File: src/hw/rtl/psi_section_duplicate_filter_unit_assert.svh
// Assertion macros for the section filter.
`ifndef PSI_SECTION_DUPLICATE_FILTER_UNIT_ASSERT_SVH
`define PSI_SECTION_DUPLICATE_FILTER_UNIT_ASSERT_SVH

// Same-cycle implication, reset masked.
`define PSDF_ASSERT_IMP(lbl, ante, cons, msg) \
  lbl: assert property (@(posedge clk_i) disable iff (!rst_ni) (ante) |-> (cons)) \
    else $error(msg);

// Next-cycle implication, reset masked.
`define PSDF_ASSERT_NXT(lbl, ante, cons, msg) \
  lbl: assert property (@(posedge clk_i) disable iff (!rst_ni) (ante) |=> (cons)) \
    else $error(msg);

`endif

File: src/hw/rtl/psdf_ram.sv
`default_nettype none
module psdf_ram #(
  parameter int Width = 8,
  parameter int Depth = 16
) (
  input  wire logic                     clk_i,
  input  wire logic                     we_i,
  input  wire logic [$clog2(Depth)-1:0] waddr_i,
  input  wire logic [Width-1:0]         wdata_i,
  input  wire logic [$clog2(Depth)-1:0] raddr_i,
  output logic      [Width-1:0]         rdata_o
);
  logic [Width-1:0] mem [Depth];

  always_ff @(posedge clk_i) begin
    if (we_i) begin
      mem[waddr_i] <= wdata_i;
    end
    rdata_o <= mem[raddr_i];
  end
endmodule
`default_nettype wire

File: config.mk
export PLATFORM = sky130hd
export DESIGN_NAME = psdf_ram
export DESIGN_NICKNAME = d
export VERILOG_FILES = /design/src/hw/rtl/psi_section_duplicate_filter_unit_assert.svh /design/src/hw/rtl/psdf_ram.sv
export SDC_FILE = /design/constraint.sdc
export NUM_CORES = 1
export LEC_CHECK = 0
export BUFFER_PORTS_ARGS = -buffer_cell sky130_fd_sc_hd__buf_2
export CELL_PAD_IN_SITES_DETAIL_PLACEMENT = 0
export CELL_PAD_IN_SITES_GLOBAL_PLACEMENT = 1
export CORE_MARGIN = 2
export CORE_UTILIZATION = 49
export CTS_BUF_LIST = sky130_fd_sc_hd__clkbuf_4 sky130_fd_sc_hd__clkbuf_8
export CTS_CLUSTER_SIZE = 14
export DETAILED_ROUTE_END_ITERATION = 6
export GPL_TIMING_DRIVEN = 1
export PLACE_DENSITY = 0.79
export SKIP_CTS_REPAIR_TIMING = 1
export SLEW_MARGIN = 25
export SYNTH_ARGS = -nofsm -noshare
export SYNTH_HDL_FRONTEND = slang
export SYNTH_SLANG_ARGS = --single-unit
File: constraint.sdc
create_clock -name clk_i -period 2.2 [get_ports clk_i]
set_clock_uncertainty 0.15 [all_clocks]
set_input_delay 0.22 -clock clk_i [delete_from_list [all_inputs] [get_ports clk_i]]
set_output_delay 0.22 -clock clk_i [all_outputs]
set_load 0.1 [all_outputs]
=== After elaboration in Yosys (flattened, before gate mapping) ===
Memories as Yosys holds them, arrays and structs flattened. A register that Yosys moved wholly into a read port is not among the register bits.
Index checks and enable logic that the tools add are counted.

* Logic and storage cells: 3
* Memories: 1
* Output and inout port bits: 8
* Register bits after elaboration: 0
* Bits in writable memories: 128

{| class="wikitable"
|+ Memories
! memory !! words !! width !! rd ports !! clocked after memory_dff !! write ports !! line !! source
|-
| mem || 16 || 8 || 1 || 1 || 1 || psdf_ram.sv:13 || <nowiki>logic [Width-1:0] mem [Depth];</nowiki>
|}

* Muxes and demuxes: 2

{| class="wikitable"
|+ Operators by type and width
! operator !! number
|-
| $mux W1 || 2
|}

=== Longest topological paths before layout ===
Gate-level depths: netlist (run 1).

* Depth after elaboration: 2
* Mapped depth: 5
* Gate-level depth less buffers: 3

=== Least setup slack after synthesis (run 1) ===
Ideal clock, no wire load.

* Path kind: input to register
* Start: in waddr_i[2]
* End: mem mem[0][0] (enable)
* Required time: 1.667 ns
* Cell stages on the path: 2
* Library setup time: 0.383 ns
* Data arrival time: 1.330 ns
* Buffers on the path: 0
* Setup slack: 0.337 ns
* Cell sequence: or3b_2 > nor3_1

{| class="wikitable"
|+ RTL lines
! what !! line !! source
|-
| from (decl) || psdf_ram.sv:8 || <nowiki>input wire logic [$clog2(Depth)-1:0] waddr_i,</nowiki>
|-
| to (decl) || psdf_ram.sv:13 ||
|}

No word-level cell before the write port.

==> results of run 1 <==
==> cell usage in the layout (no fill, tap or decap) <==
cell type   netlist  final
nor2_1           13     13
dfxtp_1           8      8
nand3_1           1      1
buf_4             1     21
clkbuf_8          0     17
clkbuf_4          0      1
nor2b_1           1      1
clkinv_2          0      2
buf_2             3     25
edfxtp_1        128    128
bufinv_16         0      1
buf_12            0      1
mux4_1           14     14
inv_6             0      3
and2b_1           1      1
clkinv_4          0      2
nor3_1            4      4
a22oi_1          16     16
nand2b_1          2      2
nand3b_1          2      2
nand2_1           9      9
clkinv_1          0      1
and2_1            1      1
mux4_2           18     18
clkinvlp_4        0      5
or3b_2            1      1
==> report_power, final <==
group / internal [mW] / switching (mW) / leakage (nW)
logic: 0.117 / 0.271 / 0.591
clock network: 0.908 / 0.939 / 0.173
registers: 2.89 / 0.0164 / 1.22
==> Yosys cell counts <==
library cell	number	area [um2]
buf_6	3	33.8
dfxtp_1	8	160
nor2_1	13	48.8
or3b_2	1	8.76
a22oi_1	16	120
mux4_1	14	368
nor3_1	4	20.0
clkdlybuf4s25_2	3	30.0
buf_4	1	7.51
and2b_1	1	7.51
nand3_1	1	5.00
edfxtp_1	128	3840
nand2b_1	2	12.5
nand2_1	9	33.8
buf_2	3	15.0
and2_1	1	6.26
nand3b_1	2	15.0
nor2b_1	1	6.26
mux4_2	18	405
==> final cells by class <==
class | instances | area [um2] | area share
clock buffers | 18 | 241 | 0.0409
well taps | 136 | 170 | 0.0288
clock inverters | 14 | 125 | 0.0212
flip-flops and latches | 136 | 4000 | 0.679
repair buffers | 47 | 303 | 0.0513
multi-input cells | 83 | 1060 | 0.179
==> critical path: stages, from the launching register on <==
cell and delay [ns]:
edfxtp_1 0.38, mux4_2 0.47, a22oi_1 0.37, nand2_1 0.09
==> state kept, by name, summed over array words and instances (netlist names) <==
register	cells
mem	128
rdata_o	8
==> path summary, 6_finish.rpt <==
kind / from / endpoint / depth (start not counted)
worst max-delay path: mem[0][6] / rdata_o[6] / 3
worst min-delay path: wdata_i[1] / mem[14][1] / 1
worst max register to register: mem[0][6] / rdata_o[6] / 3
worst min register to register: mem[11][3] / rdata_o[3] / 3
==> cells by family (layout without fill, tap and decap cells) <==
group | after synthesis | in the layout | share of synthesized area
compound gates | 16 | 16 | 0.0233
simple gates | 35 | 35 | 0.0318
flops | 136 | 136 | 0.778
buf+inv | 10 | 79 | 0.0168
mux | 32 | 32 | 0.150
==> per-stage QoR <==
stage | hold slack, ns | instances | utilization | setup WS (ns) | cell area (um2)
4_1_cts | 0.0000641 | 434 | 0.574 | 0.591 | 5900
6_report | 0.0199 | 434 | 0.574 | 0.619 | 5900
3_3_place_gp | 0.441 | 402 | 0.538 | 0.309 | 5530
5_1_grt | 0.0117 | 434 | 0.574 | 0.576 | 5900
3_5_place_dp | 0.459 | 402 | 0.538 | 0.267 | 5530
2_1_floorplan | 0.169 | 229 | - | 0.337 | 5150
==> routing by layer <==
layer / global-route usage / up-vias / wire length [um]
met4: 0.0612 / 0 / 74
met3: 0.0484 / 5 / 479
met1: 0.258 / 1268 / 4140
met2: 0.288 / 76 / 4860
li1: - / 1081 / -
met5: 0 / - / 0
==> results.cfg, run 1 <==
[outcome]
outcome = finished clean

[sta]
hold_violations = 0
finalCritPeriodShare = 0.719
setup_viol = 0
min_period_ns = 1.58
relSlewSlack = 0.674
setup_tns_ns = 0
fmaxAchievable_mhz = 632
rsz0062_at_grt = false
worst_pin_slew_ns = 0.492
slew_viol_final = 0

[layout]
nNetsFinal = 303
drive_gt1_frac = 0.326
diodes = 0
fillers = 752
syn_to_final_growth_pct = 14.6

[yosys]
syn_nets = 247
synth-seq-area-share = 0.778
yosysWarnings = 0
synth_cell_types = 19
avgSynthCellArea_um2 = 22.5
syn_inst = 229
ys_ff_latch = 136
syn_area_um2 = 5150

[critical_path]
end_kind = flop
ff2ff_setup_slack_ns = 0.62
cp_max_fo = 1
required_ns = 2.36
cp-start-kind = flop
worst-setup-path-type = reg2reg
critPathArrivalTime_ns = 1.74

[clock_tree]
cts.sinks = 136
clockBufferDepth = 2
clk_latency_ns = 0.42
cts_tree = done
cts-htree-levels = 4
root_buffer = clkbuf_8
path_clk_slew_ns = 0.08
cts_buffers = 17

[job]
maxCapViolCount = 0

[detailed_routing]
drt-wirelength-per-cell_um = 22.0
remaining_drc_errors = 0
dr.pass1.iters = 4
post_drt_via_cell_ratio = 5.60
detail-route-antenna-nets = 0
wl_um = 9550
drt_iter0_drc = 230
num_vias = 2430

[floorplanning]
start_util = 0.501
die_w_um = 106
dieArea_um2 = 11300
ios = 26
core_um2 = 10300
row_count = 37
fp.dieH_um = 106

[power_and_ir_drop]
powerDensity_nw_per_um2 = 872
peakVddDrop_uv = 353
total_power_mw = 5.14
leakage_nw = 1.99

[global_route]
grt_pass1_vias = 2446
grt_pass1_wl_um = 14600
grt_start_max_net_pins = 18
grt_use_total = 0.185
grt-ovfl-total = 0
antenna_found_initial = 0

[placed_design]
port_buffers = 25
gp_congestion = 0.742
place_hpwl_um = 6190

[min_path]
hp-class = in2reg
Power figures use the tool's default switching activity.
==> inputs of run 2 (changes only) <==
- ABC_AREA: not set -> 1
- CORE_UTILIZATION: 49 -> 46
- PLACE_DENSITY: 0.79 -> 0.84
- clock period: 2.2 -> 1.4 ns (I/O delays scaled with it)
==> run 2 against run 1 <==
Effect of this change: the run now ends with hold timing left; utilization down 1.6 points; flip-flop and latch count unchanged; final cell count up 81%; clock power up 83%; synthesized cell count up 140%.
==> results.cfg, run 2 <==
[global_route]
grt_use_total = 0.199
grt_pass1_wl_um = 19500
grt_start_max_net_pins = 64
grt_pass1_vias = 3567
grt-ovfl-total = 0
antenna_found_initial = 0

[critical_path]
critPathBufInv = 1
critPathArrivalTime_ns = 1.05
r2r-start = mem[11][5]
cp_max_fo = 1
worst-setup-path-type = reg2out
r2r-end = rdata_o[5]
crit_chain = buf_6
required_ns = 1.11
ff2ff_setup_slack_ns = 0.18
cpMaxStageDelayCell = dfxtp_1
cp-start-kind = flop
cp_top_family = flip-flops
end_kind = output port
cpPeakStageDelay_ns = 0.38
reg2regPathDepth = 6

[clock_tree]
cts-htree-levels = 4
cts_buffers = 17
cts_tree = done
root_buffer = clkbuf_8
clockBufferDepth = 2
cts.sinks = 136
path_clk_slew_ns = 0.07
clk_latency_ns = 0.43

[outcome]
violations = hold timing
outcome = finished, violations left

[detailed_routing]
wl_um = 12400
detail-route-antenna-nets = 0
num_vias = 3807
remaining_drc_errors = 0
drt-wirelength-per-cell_um = 15.8
post_drt_via_cell_ratio = 4.85
drt_iter0_drc = 362
dr.pass1.iters = 5

[min_path]
holdPathEnd = rdata_o[6]
hp-start = raddr_i[2]
whs_path_depth = 4
hp-class = in2reg

[sta]
rsz0062_at_grt = false
setup_viol = 0
hold_violations = 3
finalCritPeriodShare = 0.961
fmaxAchievable_mhz = 743
worst_pin_slew_ns = 0.396
holdWs_ns = -0.00765
layout_setup_ws_ns = 0.0550
relSlewSlack = 0.736
min_period_ns = 1.34
slew_viol_final = 0

[layout]
layout_commonest_cell = nand2_1
diodes = 0
largest_register_ff_count = 128
syn_to_final_growth_pct = 17.3
final_util = 0.559
drive_gt1_frac = 0.135
top_regs = mem (128), rdata_o (8)
finalNonFillerCells = 785
nNetsFinal = 623
final_cell_mix = nand2_1 (173), edfxtp_1 (128), inv_1 (100)
largest-register = mem

[yosys]
muxShareOfSynthArea = 0
synth_cell_types = 12
synth-simple-area-share = 0.210
avgSynthCellArea_um2 = 10.5
yosysMostFrequentCell = nand2_1
syn_inst = 551
syn_area_um2 = 5770
netlist_top_cells_count = nand2_1 (173), edfxtp_1 (128), inv_1 (100)
yosys.area.top_type = edfxtp_1
ys_top_cells_by_area = edfxtp_1 (67%), nand2_1 (11%), nand3_1 (8.4%)
yosysWarnings = 0
synth_compound_area_frac = 0
synth_fa_ha_area_frac = 0
syn_nets = 569
synth_top_family_by_area = simple AND/OR/NAND/NOR gates
synth_xor_area_frac = 0
synth_edf_count = 128
ys_ff_latch = 136
synth-seq-area-share = 0.694
synth_top_area_frac = 0.667
synth_ff_type = edfxtp_1
synthArstFlopShare = 0

[power_and_ir_drop]
peakVddDrop_uv = 672
leakage_nw = 2.95
powerDensity_nw_per_um2 = 1300

[placed_design]
port_buffers = 25
gp_congestion = 0.806
place_hpwl_um = 7590
place_inst = 745
pre_cts_slack_ns = 0.0187

[floorplanning]
row_count = 40
die_w_um = 116
start_util = 0.476
fp.dieH_um = 116
ios = 26
dieArea_um2 = 13400
core_um2 = 12100

[job]
maxCapViolCount = 0
[run 2: cell count changes after synthesis, moves of 4 or more]
| cell | previous run | this run |
|---|---|---|
| nor3_1 | 4 | 0 |
| nor2_1 | 13 | 17 |
| buf_2 | 3 | 13 |
| nand3_1 | 1 | 97 |
| inv_1 | 0 | 100 |
| mux4_2 | 18 | 0 |
| mux4_1 | 14 | 0 |
| nand2_1 | 9 | 173 |
| a22oi_1 | 16 | 0 |
[run 2: cell type report]
cell class	count	area (um2)
Tap cell	168	210
Multi-Input combinational cell	289	1210
Inverter	102	383
Clock buffer	23	310
Fill cell	1082	5350
Clock inverter	8	118
Timing Repair Buffer	59	527
Sequential cell	136	4000
[run 2: through the flow]
step | area (um2) | TNS (ns) | power (mW)
floorplan | 5770 | 0 | 5.17
global placement | 6230 | 0 | 5.45
detailed placement | 6230 | 0 | 5.46
CTS | 6660 | -0.447 | 8.81
global route | 6770 | 0 | 9.08
finish | 6770 | 0 | 8.79
[run 2: worst max-delay path by stage]
stage | startpoint | end | cells past startpoint
2_1_floorplan | waddr_i[2] | mem[10][0] | 2
3_3_place_gp | raddr_i[0] | rdata_o[7] | 7
3_5_place_dp | raddr_i[0] | rdata_o[7] | 7
4_1_cts | rdata_o[3] | rdata_o[3] | 1
5_1_grt | rdata_o[3] | rdata_o[3] | 1
6_report | rdata_o[3] | rdata_o[3] | 1
[run 2: per-layer routing]
metal  track usage  wire length (um)
met5             0                 0
met2         0.290              5750
met1         0.281              5530
met4        0.0944               350
met3        0.0518               799
[run 2: logic make-up after synthesis]
family / count (synthesis)
flops: 136
buf+inv: 126
simple gates: 289
[run 2: where the power goes]
group,total (mW),switching [mW],internal [mW]
clock,3.38,1.38,2.00
sequential,4.58,0.0316,4.55
combinational,0.824,0.581,0.243
total,8.79,2.00,6.79
==> inputs of run 3 (changes only) <==
- CORE_UTILIZATION: 46 -> 49
- PLACE_DENSITY: 0.84 -> 0.76
- REMOVE_ABC_BUFFERS: not set -> 1
- clock period: 1.4 -> 1.64 ns (I/O delays scaled with it)
==> run 3 against run 2 <==
Effect of this change: highest routed layer unchanged; critical path depth is the same; utilization grew 2.1 points; flip-flop and latch count stayed put; count of clock-buffer cells in the layout decreased by 5; total power shrank 16%; final area down 1.8%; wire length shrank 1.9%; global-route usage rose by 1.0 points; non-clock buffer count unchanged; sequential share of layout area increased by 1.1 points; the run still ends with hold timing left; first-iteration DRC count fell by 33%; sequential power is 15% lower.
==> results.cfg, run 3 (same netlist as run 2, synthesis figures left out) <==
[power_and_ir_drop]
switchingPower_mw = 1.79
intPower_mw = 5.57
clkPwrFrac = 0.382
leakage_nw = 2.89
powerDensity_nw_per_um2 = 1110
peakVddDrop_uv = 594
total_power_mw = 7.37
p_comb_frac = 0.088
switching_share = 0.243
seqPwrFrac = 0.529

[layout]
final_area_um2 = 6640
final_util = 0.579
fillers = 964
syn_to_final_growth_pct = 15.2
largest-register = mem
largest_register_ff_count = 128
top_regs = mem (128), rdata_o (8)
layout_commonest_cell = nand2_1
drive_gt1_frac = 0.138
final_cell_mix = nand2_1 (173), edfxtp_1 (128), inv_1 (100)
nNetsFinal = 623
diodes = 0

[clock_tree]
path_clk_slew_ns = 0.08
cts-htree-levels = 4
cts_tree = done
root_buffer = clkbuf_8
cts.sinks = 136
cts_buffers = 17
clk_latency_ns = 0.43
clockBufferDepth = 2

[sta]
hold_violations = 3
setup_tns_ns = 0
finalCritPeriodShare = 0.941
fmaxAchievable_mhz = 648
min_period_ns = 1.54
holdWs_ns = -0.00474
rsz0062_at_grt = false
slew_viol_final = 0
setup_viol = 0
worst_pin_slew_ns = 0.492
relSlewSlack = 0.674

[floorplanning]
core_um2 = 11500
start_util = 0.503
dieArea_um2 = 12700
ios = 26
fp.dieH_um = 112
die_w_um = 112
row_count = 39

[critical_path]
worst-setup-path-type = reg2out
cp_top_family = buffers and inverters
cp.depth = 1
crit_chain = buf_2
end_kind = output port
cp_max_fo = 1
cp-start-kind = flop
critPathArrivalTime_ns = 1.23
cpPeakStageDelay_ns = 0.44
critPathBufInv = 1
required_ns = 1.33
cpMaxStageDelayCell = buf_2
reg2regPathDepth = 6

[detailed_routing]
drt_iter0_drc = 242
remaining_drc_errors = 0
detail-route-antenna-nets = 0
post_drt_via_cell_ratio = 4.90
num_vias = 3730
drt-wirelength-per-cell_um = 16.0
dr.pass1.iters = 5
wl_um = 12200

[placed_design]
place_hpwl_um = 7850
gp_congestion = 0.812
port_buffers = 25
place_area_um2 = 6160

[outcome]
outcome = finished, violations left
violations = hold timing

[global_route]
grt_pass1_vias = 3721
antenna_found_initial = 0
grt_start_max_net_pins = 65
grt_pass1_wl_um = 19700
grt_use_total = 0.210
grt-ovfl-total = 0

[min_path]
hp-class = in2reg
whs_path_depth = 1

[job]
maxCapViolCount = 0
[run 3: cell count changes in the layout (fill, tap and decap cells not counted)]
cell           previous run  this run
buf_12                    8         4
buf_2                    17        25
buf_4                    22        23
buf_6                     1         0
clkbuf_4                  3         1
clkbuf_8                 22        17
clkinv_1                  0         1
clkinv_2                  4         0
clkinv_4                  0         1
clkinvlp_4                1         6
dlygate4sd3_1             9         7
inv_6                     0         3
[run 3: worst register-to-register path, stage by stage (launching register included)]
cell and delay [ns]:
edfxtp_1 0.37, inv_1 0.06, nand2_1 0.06, nand3_1 0.11, nand3_1 0.09, nand3_1 0.09, nand2_1 0.06
[run 3: final cells by class]
type	count	area, um2	share of cell area
repair buffers	59	448	0.0674
clock inverters	14	174	0.0262
multi-input cells	289	1210	0.183
clock buffers	18	241	0.0364
well taps	143	179	0.0269
flip-flops and latches	136	4000	0.603
inverters	102	383	0.0576
[run 3: stage by stage]
stage | cells | hold WS [ns] | worst slack, ns
2_1_floorplan | 527 | 0.113 | 0.346
3_3_place_gp | 722 | 0.416 | 0.261
3_5_place_dp | 722 | 0.429 | 0.251
4_1_cts | 754 | -0.0460 | 0.0457
5_1_grt | 761 | 0.000899 | 0.0222
6_report | 761 | -0.00474 | 0.0972
[run 3: final timing paths]
path / start / endpoint / slack [ns]
worst max register to register: mem[1][4] / rdata_o[4] / 0.54
worst min register to register: mem[14][4] / rdata_o[4] / 0.53
worst max-delay path: rdata_o[2] / rdata_o[2] / 0.1
worst min-delay path: wdata_i[5] / mem[13][5] / -0.005
[run 3: metal layers]
| layer | GRT usage | vias to the layer above | share of wire |
|---|---|---|---|
| li1 | - | 1877 | - |
| met1 | 0.284 | 1742 | 0.44 |
| met2 | 0.339 | 96 | 0.49 |
| met3 | 0.0421 | 15 | 0.051 |
| met4 | 0.0789 | 0 | 0.017 |
| met5 | 0 | - | 0 |
[run 3: power by group through the flow]
| stage | combinational (mW) | clock [mW] | sequential, mW |
|---|---|---|---|
| floorplan | 0.210 | 0 | 4.14 |
| global placement | 0.638 | 0 | 3.98 |
| detailed placement | 0.643 | 0 | 3.98 |
| CTS | 0.645 | 2.87 | 3.90 |
| global route | 0.717 | 3.01 | 3.91 |
| finish | 0.651 | 2.82 | 3.90 |
