<file path="config.mk">
export PLATFORM = sky130hd
export DESIGN_NAME = psdf_scan
export DESIGN_NICKNAME = d
export VERILOG_FILES = /design/src/hw/rtl/psi_section_duplicate_filter_unit_assert.svh /design/src/hw/rtl/psdf_pkg.sv /design/src/hw/rtl/psdf_scan.sv
export SDC_FILE = /design/constraint.sdc
export NUM_CORES = 1
export LEC_CHECK = 0
export BUFFER_PORTS_ARGS = -buffer_cell sky130_fd_sc_hd__buf_2
export CAP_MARGIN = 20
export CORE_AREA = 2 2 191 193
export CTS_BUF_LIST = sky130_fd_sc_hd__clkbuf_16
export CTS_CLUSTER_DIAMETER = 50
export DETAILED_ROUTE_END_ITERATION = 12
export DIE_AREA = 0 0 193 195
export SYNTH_ARGS = -nofsm -noshare
export SYNTH_HDL_FRONTEND = slang
export SYNTH_SLANG_ARGS = --single-unit
</file>
<file path="constraint.sdc">
create_clock -name clk_i -period 8.5 [get_ports clk_i]
set_input_delay 1.275 -clock clk_i [delete_from_list [all_inputs] [get_ports clk_i]]
set_output_delay 1.275 -clock clk_i [all_outputs]
set_load 0.02 [all_outputs]
</file>
<file path="src/hw/rtl/psi_section_duplicate_filter_unit_assert.svh">
// Assertion macros for the section filter.
`ifndef PSI_SECTION_DUPLICATE_FILTER_UNIT_ASSERT_SVH
`define PSI_SECTION_DUPLICATE_FILTER_UNIT_ASSERT_SVH

// Same-cycle implication, reset masked.
`define PSDF_ASSERT_IMP(lbl, ante, cons, msg) \
  lbl: assert property (@(posedge clk_i) disable iff (!rst_ni) (ante) |-> (cons)) \
    else $error(msg);

// Next-cycle implication, reset masked.
`define PSDF_ASSERT_NXT(lbl, ante, cons, msg) \
  lbl: assert property (@(posedge clk_i) disable iff (!rst_ni) (ante) |=> (cons)) \
    else $error(msg);

`endif

</file>
<file path="src/hw/rtl/psdf_pkg.sv">
`default_nettype none
package psdf_pkg;
  localparam int TableEntries = 256;
  localparam int IdxW = $clog2(TableEntries);
  localparam int KeyW = 64;
  localparam int VerW = 5;
  localparam int EntryW = KeyW + VerW;

  localparam logic [1:0] CmdSection = 2'd0;
  localparam logic [1:0] CmdClear = 2'd1;
  localparam logic [1:0] CmdEitReset = 2'd2;
  localparam logic [1:0] CmdFilterChg = 2'd3;

  localparam logic [3:0] StPass = 4'd0;
  localparam logic [3:0] StIdle = 4'd1;
  localparam logic [3:0] StMismatch = 4'd2;
  localparam logic [3:0] StShort = 4'd3;
  localparam logic [3:0] StDup = 4'd4;
  localparam logic [3:0] StDupLoop = 4'd5;
  localparam logic [3:0] StDupComplete = 4'd6;
  localparam logic [3:0] StNewComplete = 4'd7;
  localparam logic [3:0] StFull = 4'd8;

  localparam logic [2:0] CfgStreamPid = 3'd0;
  localparam logic [2:0] CfgMatchValue = 3'd1;
  localparam logic [2:0] CfgMatchMask = 3'd2;
  localparam logic [2:0] CfgCacheEnable = 3'd3;
  localparam logic [2:0] CfgServiceId = 3'd4;

  localparam logic [12:0] EitPid = 13'h12;
  localparam logic [7:0] TidEitPf = 8'h4e;
  localparam logic [7:0] TidEitSched = 8'h50;
  localparam logic [7:0] TidEitLast = 8'h6f;
  localparam logic [11:0] MinLen = 12'd5;
  localparam logic [11:0] MinEitLen = 12'd14;
  localparam logic [7:0] VersionUnknown = 8'hff;

  typedef enum logic {SCAN_FIND, SCAN_SUCC} scan_mode_e;

  typedef struct packed {
    logic start;
    scan_mode_e mode;
    logic [KeyW-1:0] key;
  } scan_req_t;

  typedef struct packed {
    logic busy;
    logic done;
    logic found;
    logic [IdxW-1:0] idx;
    logic [VerW-1:0] ver;
    logic free_found;
    logic [IdxW-1:0] free_idx;
    logic succ_found;
    logic [KeyW-1:0] succ_key;
  } scan_res_t;

  function automatic logic [KeyW-1:0] make_key(logic [7:0] tid, logic [15:0] ext,
                                               logic [7:0] sec, logic [15:0] onid,
                                               logic [15:0] tsid);
    return {tid, ext, sec, onid, tsid};
  endfunction
endpackage
`default_nettype wire

</file>
<file path="src/hw/rtl/psdf_scan.sv">
`default_nettype none
module psdf_scan import psdf_pkg::*; (
  input  wire logic                    clk_i,
  input  wire logic                    rst_ni,
  input  wire scan_req_t               req_i,
  input  wire logic [TableEntries-1:0] valid_i,
  input  wire logic [EntryW-1:0]       rdata_i,
  output logic      [IdxW-1:0]         raddr_o,
  output scan_res_t                    res_o
);
  localparam logic [IdxW-1:0] LastIdx = IdxW'(TableEntries - 1);

  logic iss_q, chk_q, done_q;
  logic [IdxW-1:0] cnt_q, chk_idx_q;
  scan_mode_e mode_q;
  logic [KeyW-1:0] key_q, best_q;
  logic found_q, free_q, succ_q;
  logic [IdxW-1:0] idx_q, free_idx_q;
  logic [VerW-1:0] ver_q;
  logic [KeyW-1:0] e_key;
  logic [VerW-1:0] e_ver;
  logic e_v;

  assign raddr_o = cnt_q;
  assign e_key = rdata_i[EntryW-1:VerW];
  assign e_ver = rdata_i[VerW-1:0];
  assign e_v = valid_i[chk_idx_q];

  always_ff @(posedge clk_i or negedge rst_ni) begin
    if (!rst_ni) begin
      iss_q <= 1'b0;
      chk_q <= 1'b0;
      done_q <= 1'b0;
      cnt_q <= '0;
      chk_idx_q <= '0;
      mode_q <= SCAN_FIND;
      key_q <= '0;
      best_q <= '0;
      found_q <= 1'b0;
      free_q <= 1'b0;
      succ_q <= 1'b0;
      idx_q <= '0;
      free_idx_q <= '0;
      ver_q <= '0;
    end else begin
      chk_q <= iss_q;
      chk_idx_q <= cnt_q;
      done_q <= chk_q && (chk_idx_q == LastIdx);
      if (req_i.start) begin
        iss_q <= 1'b1;
        cnt_q <= '0;
        mode_q <= req_i.mode;
        key_q <= req_i.key;
        found_q <= 1'b0;
        free_q <= 1'b0;
        succ_q <= 1'b0;
      end else if (iss_q) begin
        cnt_q <= cnt_q + 1'b1;
        if (cnt_q == LastIdx) begin
          iss_q <= 1'b0;
        end
      end
      if (chk_q) begin
        unique case (mode_q)
          SCAN_FIND: begin
            if (e_v && (e_key == key_q) && !found_q) begin
              found_q <= 1'b1;
              idx_q <= chk_idx_q;
              ver_q <= e_ver;
            end
            if (!e_v && !free_q) begin
              free_q <= 1'b1;
              free_idx_q <= chk_idx_q;
            end
          end
          SCAN_SUCC: begin
            if (e_v && (e_key > key_q) && (!succ_q || (e_key < best_q))) begin
              succ_q <= 1'b1;
              best_q <= e_key;
            end
          end
          default: ;
        endcase
      end
    end
  end

  always_comb begin
    res_o.busy = iss_q || chk_q || req_i.start;
    res_o.done = done_q;
    res_o.found = found_q;
    res_o.idx = idx_q;
    res_o.ver = ver_q;
    res_o.free_found = free_q;
    res_o.free_idx = free_idx_q;
    res_o.succ_found = succ_q;
    res_o.succ_key = best_q;
  end
endmodule
`default_nettype wire

</file>
## After elaboration in Yosys (flattened, before gate mapping)

Index checks and enable logic that the tools add are counted.

| operators by class | value |
|---|---|
| order comparisons | 3 |
| reductions and logical operators | 17 |
| add/subtract/negate cells | 1 |
| divide/modulo/power cells | 0 |
| muxes and demuxes | 19 |
| shifts and indexed selects | 0 |
| multipliers | 0 |
| equality and inequality tests | 3 |
| bitwise operators | 1 |

Operators with widths:

| cell | number |
|---|---|
| 64-bit equality test | 1 |
| 64-bit greater-than comparator | 1 |
| 64-bit < comparator | 1 |
| 8-bit equality test (second input constant) | 2 |
| 1-bit two-way mux | 16 |
| 8-bit two-way mux | 2 |
| 8-bit by 9-bit < comparator with 1-bit output (second input constant) | 1 |
| 3-bit AND reduction | 3 |
| 8-bit by 1-bit adder with 8-bit output (second input constant) | 1 |
| 1-bit binary-select mux with 8-bit select | 1 |
| 1-bit logical AND | 6 |
| 1-bit zero test | 4 |
| 1-bit logical OR | 3 |
| 2-bit nonzero test | 1 |
| 1-bit inverter | 1 |

| storage, ports and cells | value |
|---|---|
| input bits | 393 |
| word-level logic and storage cells | 58 |
| RAM bits | 0 |
| memories kept | 0 |
| bits in registers | 172 |
| bits in latches | 0 |
| output and inout port bits | 98 |
| ROM bits | 0 |

## Depth between registers and ports, before layout

Gate-level depths: netlist of run 1.

| logic depth | value |
|---|---|
| depth in word-level cells | 7 |
| depth in mapped cells | 15 |
| depth with buffers taken out | 11 |

## Least setup slack after synthesis of run 1

Ideal clock, no wire load.

| timing path | value |
|---|---|
| kind | input to register |
| from | input port rdata_i[10] |
| to | register best_q[0] |
| required time | 8375 ps |
| stages on the path | 11 |
| path buffers | 2 |
| arrival | 3644 ps |
| setup slack | 4731 ps |
| setup time | 125 ps |
| path through | ha_1 > a21o_1 > a21o_1 > a221o_1 > a211o_1 > a221oi_1 > nor4_1 > nor4_2 > buf_6 > buf_12 > mux2_4 |

| on the way | value |
|---|---|
| word-level cells in the longest chain between the ends | 4 |
| elaborated cells on any way between the ends | 6 |
| those cells by class | 2 x order compare; 4 x reduce/logical |

RTL lines:

| item | RTL line | source |
|---|---|---|
| start, declared | psdf_scan.sv:7 | `input wire logic [EntryW-1:0] rdata_i,` |
| 64-bit greater-than comparator / 64-bit < comparator (equally long branches) | psdf_scan.sv:77 | `if (e_v && (e_key > key_q) && (!succ_q \|\| (e_key < best_q))) begin` |
| 1-bit logical AND / 1-bit logical OR (equally long branches) | psdf_scan.sv:77 |  |
| 1-bit logical AND (*) | psdf_scan.sv:77 |  |
| 3-bit AND reduction (no line) (*) | n/a |  |
| end signal, assigned | psdf_scan.sv:79 | `best_q <= e_key;` |
| end, declared | psdf_scan.sv:16 | `logic [KeyW-1:0] key_q, best_q;` |

Mark *: on every way between the ends. The rest lies on a longest branch, timed or not.
A chain may end at the register's enable or synchronous reset.

## Worst setup path in the final report of run 1

| timing path | value |
|---|---|
| from | register chk_idx_q[0] |
| to | register ver_q[2] |

| on the way | value |
|---|---|
| word-level cells in the longest chain between the ends | 5 |

RTL lines:

| item | RTL line | source |
|---|---|---|
| start, declared | psdf_scan.sv:14 | `logic [IdxW-1:0] cnt_q, chk_idx_q;` |
| start signal, assigned | psdf_scan.sv:47 | `chk_idx_q <= cnt_q;` |
| 1-bit binary-select mux with 8-bit select | psdf_scan.sv:27 | `assign e_v = valid_i[chk_idx_q];` |
| 1-bit two-way mux (not written as such) | psdf_scan.sv:27 |  |
| 1-bit logical AND (2 in series) | psdf_scan.sv:66 | `if (e_v && (e_key == key_q) && !found_q) begin` |
| 3-bit AND reduction (no line) | n/a |  |
| end signal, assigned | psdf_scan.sv:69 | `ver_q <= e_ver;` |
| end, declared | psdf_scan.sv:19 | `logic [VerW-1:0] ver_q;` |

No other way between the ends. The select of a mux whose other input is x is not followed.

==> results.json, run 1 <==
{
  "critPathCaptureType": "flop",
  "reg2reg_slack_ps": 3750,
  "min_from": "raddr_o[6]",
  "p_int_mw": 2.136,
  "period_needed_ps": 4752,
  "gp_congestion": 0.8883,
  "min_to": "chk_idx_q[6]",
  "clock_latency_ps": 430,
  "max-slew-margin-rel": 0.3438,
  "numCtsBuffers": 17,
  "utilization": 0.4280,
  "synth_warnings": 0,
  "rsz0062_at_grt": "false",
  "path_clk_slew_ps": 70,
  "p_leak_nw": 7.883,
  "rows": 69,
  "r2r_start": "chk_idx_q[0]",
  "start_util": 0.3344,
  "drtPass1Iterations": 4,
  "die_w_um": 193,
  "async_reset_ff_frac": 1.000,
  "synth_edf_count": 0,
  "ctsLongestPathBuffers": 2,
  "area_growth_pct": 27.98,
  "crit_slowest_cell": "dfrtp_4",
  "first_global_vias": 10300,
  "yosys.area_share.simple": 0.08214,
  "fin_total_pwr_mw": 3.387,
  "cp_max_fo": 47,
  "p_comb_frac": 0.421,
  "finalHoldWorstSlack_ps": 456.2,
  "fin_crit_sh": 0.5591,
  "peakVddDrop_mv": 0.1739,
  "drive_gt1_frac": 0.4284,
  "synth_xor_area_frac": 0.003700,
  "cts_resized": 0,
  "p_switching_mw": 1.250,
  "h-tree-depth": 4,
  "max_cap_viol_count": 0,
  "drt-initial-drc-count": 444,
  "antenna_left": 0,
  "holdBufCountCts": 0,
  "antenna_found_initial": 16,
  "crit_chain": "buf_4 -> mux4_2 -> nand2_1 -> o21ai_0 -> or3_1 -> o22ai_1 -> nor4_1 -> a311oi_2 -> nand3b_1 -> mux2_2",
  "cp_data_required_time_ps": 8810,
  "setup-violations-final": 0,
  "root_buffer": "clkbuf_16",
  "io_pins": 491,
  "synth_top_family_by_area": "multiplexers",
  "avgSynthCellArea_sq_um": 10.86,
  "swShare": 0.3692,
  "clock.fmax_mhz": 210.4,
  "synth_compound_area_frac": 0.1149,
  "post_cts_buffers": 0,
  "worst_pin_slew_ps": 984.4,
  "synth_cell_type_count": 57,
  "dp_cells": 1995,
  "grt_max_degree": 100,
  "cts_tree": "done",
  "grt_usage": 0.2197,
  "hold_viol": 0,
  "dr_total_vias": 10210,
  "worst_r2r_endpoint": "ver_q[2]",
  "yosysSeqAreaShare": 0.3636,
  "final_common_cell": "buf_2",
  "seqPwrFrac": 0.346,
  "critPathKind": "flop to flop",
  "fin_skew_ps": 12.13,
  "grt_pass1_wl_mm": 61.41,
  "drt-total-wl_mm": 42.32,
  "finalSetupTns_ps": 0,
  "status": "completed",
  "synthAdderAreaFrac": 0.1353,
  "hold_class": "flop to flop",
  "layout_common_cells": "buf_2 (488), dfrtp_1 (170), inv_1 (130)",
  "avgViaCountPerCell": 5.022,
  "route.detailed.wl_per_inst_um": 20.83,
  "ys_seq_elements": 172,
  "min_delay_path_depth": 0,
  "finalNonFillerCells": 2032,
  "layout.nets": 2075,
  "final_max_slew_viol_count": 0,
  "core_area_sq_um": 35400,
  "arrival_ps": 5060,
  "cp-start-kind": "flop",
  "powerDensity_nw_per_um2": 223.6,
  "dp_hpwl_mm": 34.68,
  "drc_errors": 0,
  "clock-sinks": 172,
  "slowest_delay_ps": 1010,
  "syn-cell-area_sq_um": 11840,
  "syn_nets": 1611,
  "synth_flop_cell": "dfrtp_1",
  "clkPwrFrac": 0.233,
  "rr_worst_depth": 10,
  "synth_mux_area_frac": 0.2262,
  "die_h_um": 195,
  "die-area_sq_um": 37640,
  "grt_overflow": 0,
  "syn-instance-count": 1090,
  "numPortBuffers": 490
}
critical path, delay by kind of cell (launching register included):
kind / cells / cell delay [ps]
AO/OA/AOI/OAI: 3 / 760
multiplexers: 2 / 1020
AND/OR/NAND/NOR: 4 / 1130
buffers and inverters: 1 / 660
flip-flops: 1 / 1010
kinds of logic (layout without fill, tap and decap cells):
kind of cell | Yosys count | count (layout)
XOR/XNOR | 5 | 5
buffers and inverters | 182 | 656
adder cells (fa/ha/maj) | 128 | 128
AO/OA/AOI/OAI | 224 | 224
multiplexers | 178 | 178
other | 0 | 7
flip-flops | 172 | 172
AND/OR/NAND/NOR | 201 | 201
layout make-up:
class | instances | area [sq um]
Multi-Input combinational cell | 736 | 6664
Antenna cell | 7 | 17.52
Clock buffer | 17 | 425.4
Fill cell | 3503 | 20250
Sequential cell | 172 | 4309
Tap cell | 461 | 576.8
Inverter | 129 | 484.2
Timing Repair Buffer | 498 | 2521
Clock inverter | 12 | 150.1
cells in the mapped netlist, types with 2 or more instances:
library cell / instances / area, sq um
dfrtp_1: 172 / 4304
inv_1: 129 / 484.2
ha_1: 128 / 1602
nand2_1: 91 / 341.6
o21ai_0: 91 / 455.4
mux2_4: 49 / 735.7
mux4_2: 48 / 1081
a21oi_1: 44 / 220.2
mux2i_1: 41 / 410.4
mux2_2: 40 / 450.4
a21o_1: 35 / 262.8
nor2_1: 31 / 116.4
nand4_1: 30 / 187.7
clkbuf_1: 20 / 75.07
a211oi_1: 14 / 105.1
o22ai_1: 13 / 81.33
nor2b_1: 11 / 68.82
buf_2: 9 / 45.04
buf_6: 9 / 101.4
nand3_1: 7 / 35.03
nor4_1: 7 / 43.79
a22oi_1: 6 / 45.04
buf_4: 6 / 45.04
buf_12: 5 / 100.1
nor3_1: 4 / 20.02
or3_1: 4 / 25.02
xor2_1: 4 / 35.03
buf_1: 3 / 11.26
nand2b_1: 3 / 18.77
a2111oi_0: 2 / 17.52
a2111oi_2: 2 / 30.03
a31oi_1: 2 / 12.51
and4_1: 2 / 17.52
nand3b_1: 2 / 15.01
o211ai_1: 2 / 15.01
o221ai_1: 2 / 17.52
o31a_1: 2 / 17.52
per-stage QoR:
stage	cell area (sq um)	setup WS [ps]
after floorplan	11840	4731
after global placement	14550	3516
after detailed placement	14550	3515
after CTS	15120	3634
after global routing	15140	3428
final	15150	3748
flip-flops by register name, summed over array words and instances (netlist names):
name,cells
chk_q,1
free_idx_q,8
ver_q,5
done_q,1
free_q,1
mode_q,1
iss_q,1
succ_q,1
raddr_o,8
idx_q,8
chk_idx_q,8
found_q,1
best_q,64
key_q,64
how the worst max path moves through the flow:
| stage | from | to | slack (ps) |
|---|---|---|---|
| final | chk_idx_q[0] | ver_q[2] | 3750 |
| after global routing | chk_idx_q[0] | ver_q[0] | 3430 |
| after CTS | chk_idx_q[0] | ver_q[2] | 3630 |
| after detailed placement | rdata_i[18] | best_q[26] | 3510 |
| after global placement | rdata_i[18] | best_q[14] | 3520 |
| after floorplan | rdata_i[10] | best_q[0] | 4730 |
power groups by stage:
| stage | sequential [mW] | clock [mW] | combinational (mW) |
|---|---|---|---|
| global route | 1.20 | 0.844 | 1.57 |
| detailed placement | 1.18 | 0 | 1.44 |
| floorplan | 1.34 | 0 | 0.763 |
| CTS | 1.17 | 0.812 | 1.44 |
| finish | 1.17 | 0.789 | 1.43 |
| global placement | 1.18 | 0 | 1.40 |
layer usage:
| metal | GRT usage | up-vias | wire length (um) | share of wire |
|---|---|---|---|---|
| met2 | 0.3560 | 305 | 20170 | 0.48 |
| met1 | 0.2939 | 4976 | 18630 | 0.44 |
| met4 | 0.05724 | 8 | 733 | 0.017 |
| met5 | 0 | - | 49 | 0.0012 |
| li1 | - | 4869 | - | - |
| met3 | 0.05212 | 47 | 2727 | 0.064 |
(Power assumes the default switching activity.)
==> run 2, diff against run 1 <==
Clock period 8.5 ns to 3.84 ns, I/O delays scaled along.
==> run 2 against run 1 <==
Compared with the run above:
- via count up 1.2%
- sequential share of layout area is 0.60 points lower
- non-clock buffer count grew 27
- clock skew grew 2.2 ps
- hold slack got worse by 290 ps
- combinational power grew 130%
- power is 120% higher
- count of clock-buffer cells in the layout unchanged
- critical endpoint is now free_idx_q[6]
==> results.json, run 2 (synthesis gave the netlist of run 1 again) <==
{
  "status": "completed",
  "rr_worst_depth": 9,
  "utilization": 0.4372,
  "seq_area_sq_um": 4309,
  "dp_hpwl_mm": 36.30,
  "p_switching_mw": 2.848,
  "h-tree-depth": 4,
  "fin_crit_sh": 0.9564,
  "fin_skew_ps": 14.33,
  "drtPass1Iterations": 5,
  "critPathCaptureType": "flop",
  "hold_viol": 0,
  "r2r_start": "chk_idx_q[0]",
  "clock_latency_ps": 430,
  "grt_max_degree": 76,
  "start_util": 0.3344,
  "rows": 69,
  "reg2reg_slack_ps": 170,
  "top_usage_layer": "met2",
  "clock-sinks": 172,
  "ctsLongestPathBuffers": 2,
  "critical_path.top_delay_family": "multiplexers",
  "die_w_um": 193,
  "fin_ws_ps": 167.5,
  "p_leak_nw": 8.070,
  "seqPwrFrac": 0.341,
  "worst_r2r_endpoint": "free_idx_q[6]",
  "grt_pass1_wl_mm": 63.04,
  "area_growth_pct": 30.73,
  "dp_cells": 2023,
  "met2_usage": 0.3745,
  "antenna_found_initial": 6,
  "grt_usage": 0.2256,
  "grtUsageMet3": 0.04475,
  "layout.nets": 2102,
  "avgViaCountPerCell": 5.014,
  "rsz0062_at_grt": "false",
  "final_max_slew_viol_count": 0,
  "gp_congestion": 0.9276,
  "drive_gt1_frac": 0.4398,
  "path_clk_slew_ps": 70,
  "drt-total-wl_mm": 43.32,
  "multi_input_area_sq_um": 6664,
  "post_cts_buffers": 0,
  "swShare": 0.3752,
  "grtUsageMet1": 0.3071,
  "setup-violations-final": 0,
  "peakVddDrop_mv": 0.3773,
  "clock.fmax_mhz": 272.3,
  "max-slew-margin-rel": 0.5182,
  "io_pins": 491,
  "root_buffer": "clkbuf_16",
  "critPathKind": "flop to flop",
  "drc_errors": 0,
  "core_area_sq_um": 35400,
  "worst_pin_slew_ps": 722.7,
  "powerDensity_nw_per_um2": 490.4,
  "crit_top_cell": "buf_4",
  "design_area_sq_um": 15470,
  "place_ws_ps": 110.5,
  "fin_total_pwr_mw": 7.589,
  "first_global_vias": 10390,
  "cp_data_required_time_ps": 4150,
  "period_needed_ps": 3672,
  "numCtsBuffers": 17,
  "p_int_mw": 4.741,
  "fill_cells": 3491,
  "finalSetupTns_ps": 0,
  "antenna_left": 0,
  "die-area_sq_um": 37640,
  "slowest_delay_ps": 580,
  "die_h_um": 195,
  "critPathBufInv": 3,
  "p_comb_frac": 0.428,
  "dr_total_vias": 10330,
  "cp_max_fo": 46,
  "max_cap_viol_count": 0,
  "crit_slowest_cell": "mux4_2",
  "grt_overflow": 0,
  "placed_area_sq_um": 14870,
  "finalHoldWorstSlack_ps": 165.3,
  "layout_common_cells": "buf_2 (488), dfrtp_1 (170), inv_1 (130)",
  "final_common_cell": "buf_2",
  "route.detailed.wl_per_inst_um": 21.03,
  "drt-initial-drc-count": 449,
  "biggestRegsByFlops": "best_q (64), key_q (64)",
  "hold_class": "input port to asynchronous set/reset pin",
  "cp-start-kind": "flop",
  "crit_chain": "buf_12 -> buf_4 -> mux4_2 -> mux2i_1 -> o21ai_0 -> a311oi_2 -> buf_4 -> and4bb_2 -> mux2_2",
  "arrival_ps": 3990,
  "cts_resized": 0,
  "holdBufCountCts": 0,
  "cts_tree": "done",
  "clkPwrFrac": 0.231,
  "numPortBuffers": 490,
  "finalNonFillerCells": 2060
}
-- run 2: changes by cell type in the layout (fill, tap and decap cells not counted), sizes merged --
cell and delta:
inv +4, buf +27, clkinvlp -2, bufinv -1, diode -2, clkinv +2
-- run 2: layout make-up --
| cell class | count | share of cell area |
|---|---|---|
| Multi-Input combinational cell | 736 | 0.4307 |
| Sequential cell | 172 | 0.2785 |
| Timing Repair Buffer | 525 | 0.1833 |
| Tap cell | 461 | 0.03728 |
| Inverter | 129 | 0.03129 |
| Clock buffer | 17 | 0.02749 |
| Clock inverter | 15 | 0.01067 |
| Antenna cell | 5 | 0.0008086 |
-- run 2: routing by layer --
layer,vias up,routed length (um)
met2,284,21090
met3,24,2483
li1,4940,-
met1,5077,19330
met5,-,27
met4,4,396
-- run 2: worst reg2reg max path, stage by stage, from the launching register on --
cell and delay, ps:
dfrtp_4 560, buf_12 320, buf_4 350, mux4_2 580, mux2i_1 230, o21ai_0 200, a311oi_2 310, buf_4 190
and4bb_2 420, mux2_2 380
-- run 2: power by group through the flow --
stage / Sequential (mW) / Clock (mW) / Combinational [mW]
5_1_grt: 2.65 / 1.89 / 3.58
3_5_place_dp: 2.62 / 0 / 3.27
2_1_floorplan: 2.98 / 0 / 1.69
3_3_place_gp: 2.61 / 0 / 3.19
6_report: 2.59 / 1.76 / 3.24
4_1_cts: 2.59 / 1.81 / 3.28
-- run 2: worst max path at each step --
stage,from,to,slack (ps),cells after the start
2_1_floorplan,rdata_i[10],best_q[0],770,11
3_3_place_gp,rdata_i[36],best_q[42],140,12
3_5_place_dp,rdata_i[34],best_q[25],110,12
4_1_cts,chk_idx_q[0],free_idx_q[6],160,9
5_1_grt,chk_idx_q[0],free_idx_q[0],20,9
6_report,chk_idx_q[0],free_idx_q[6],170,9
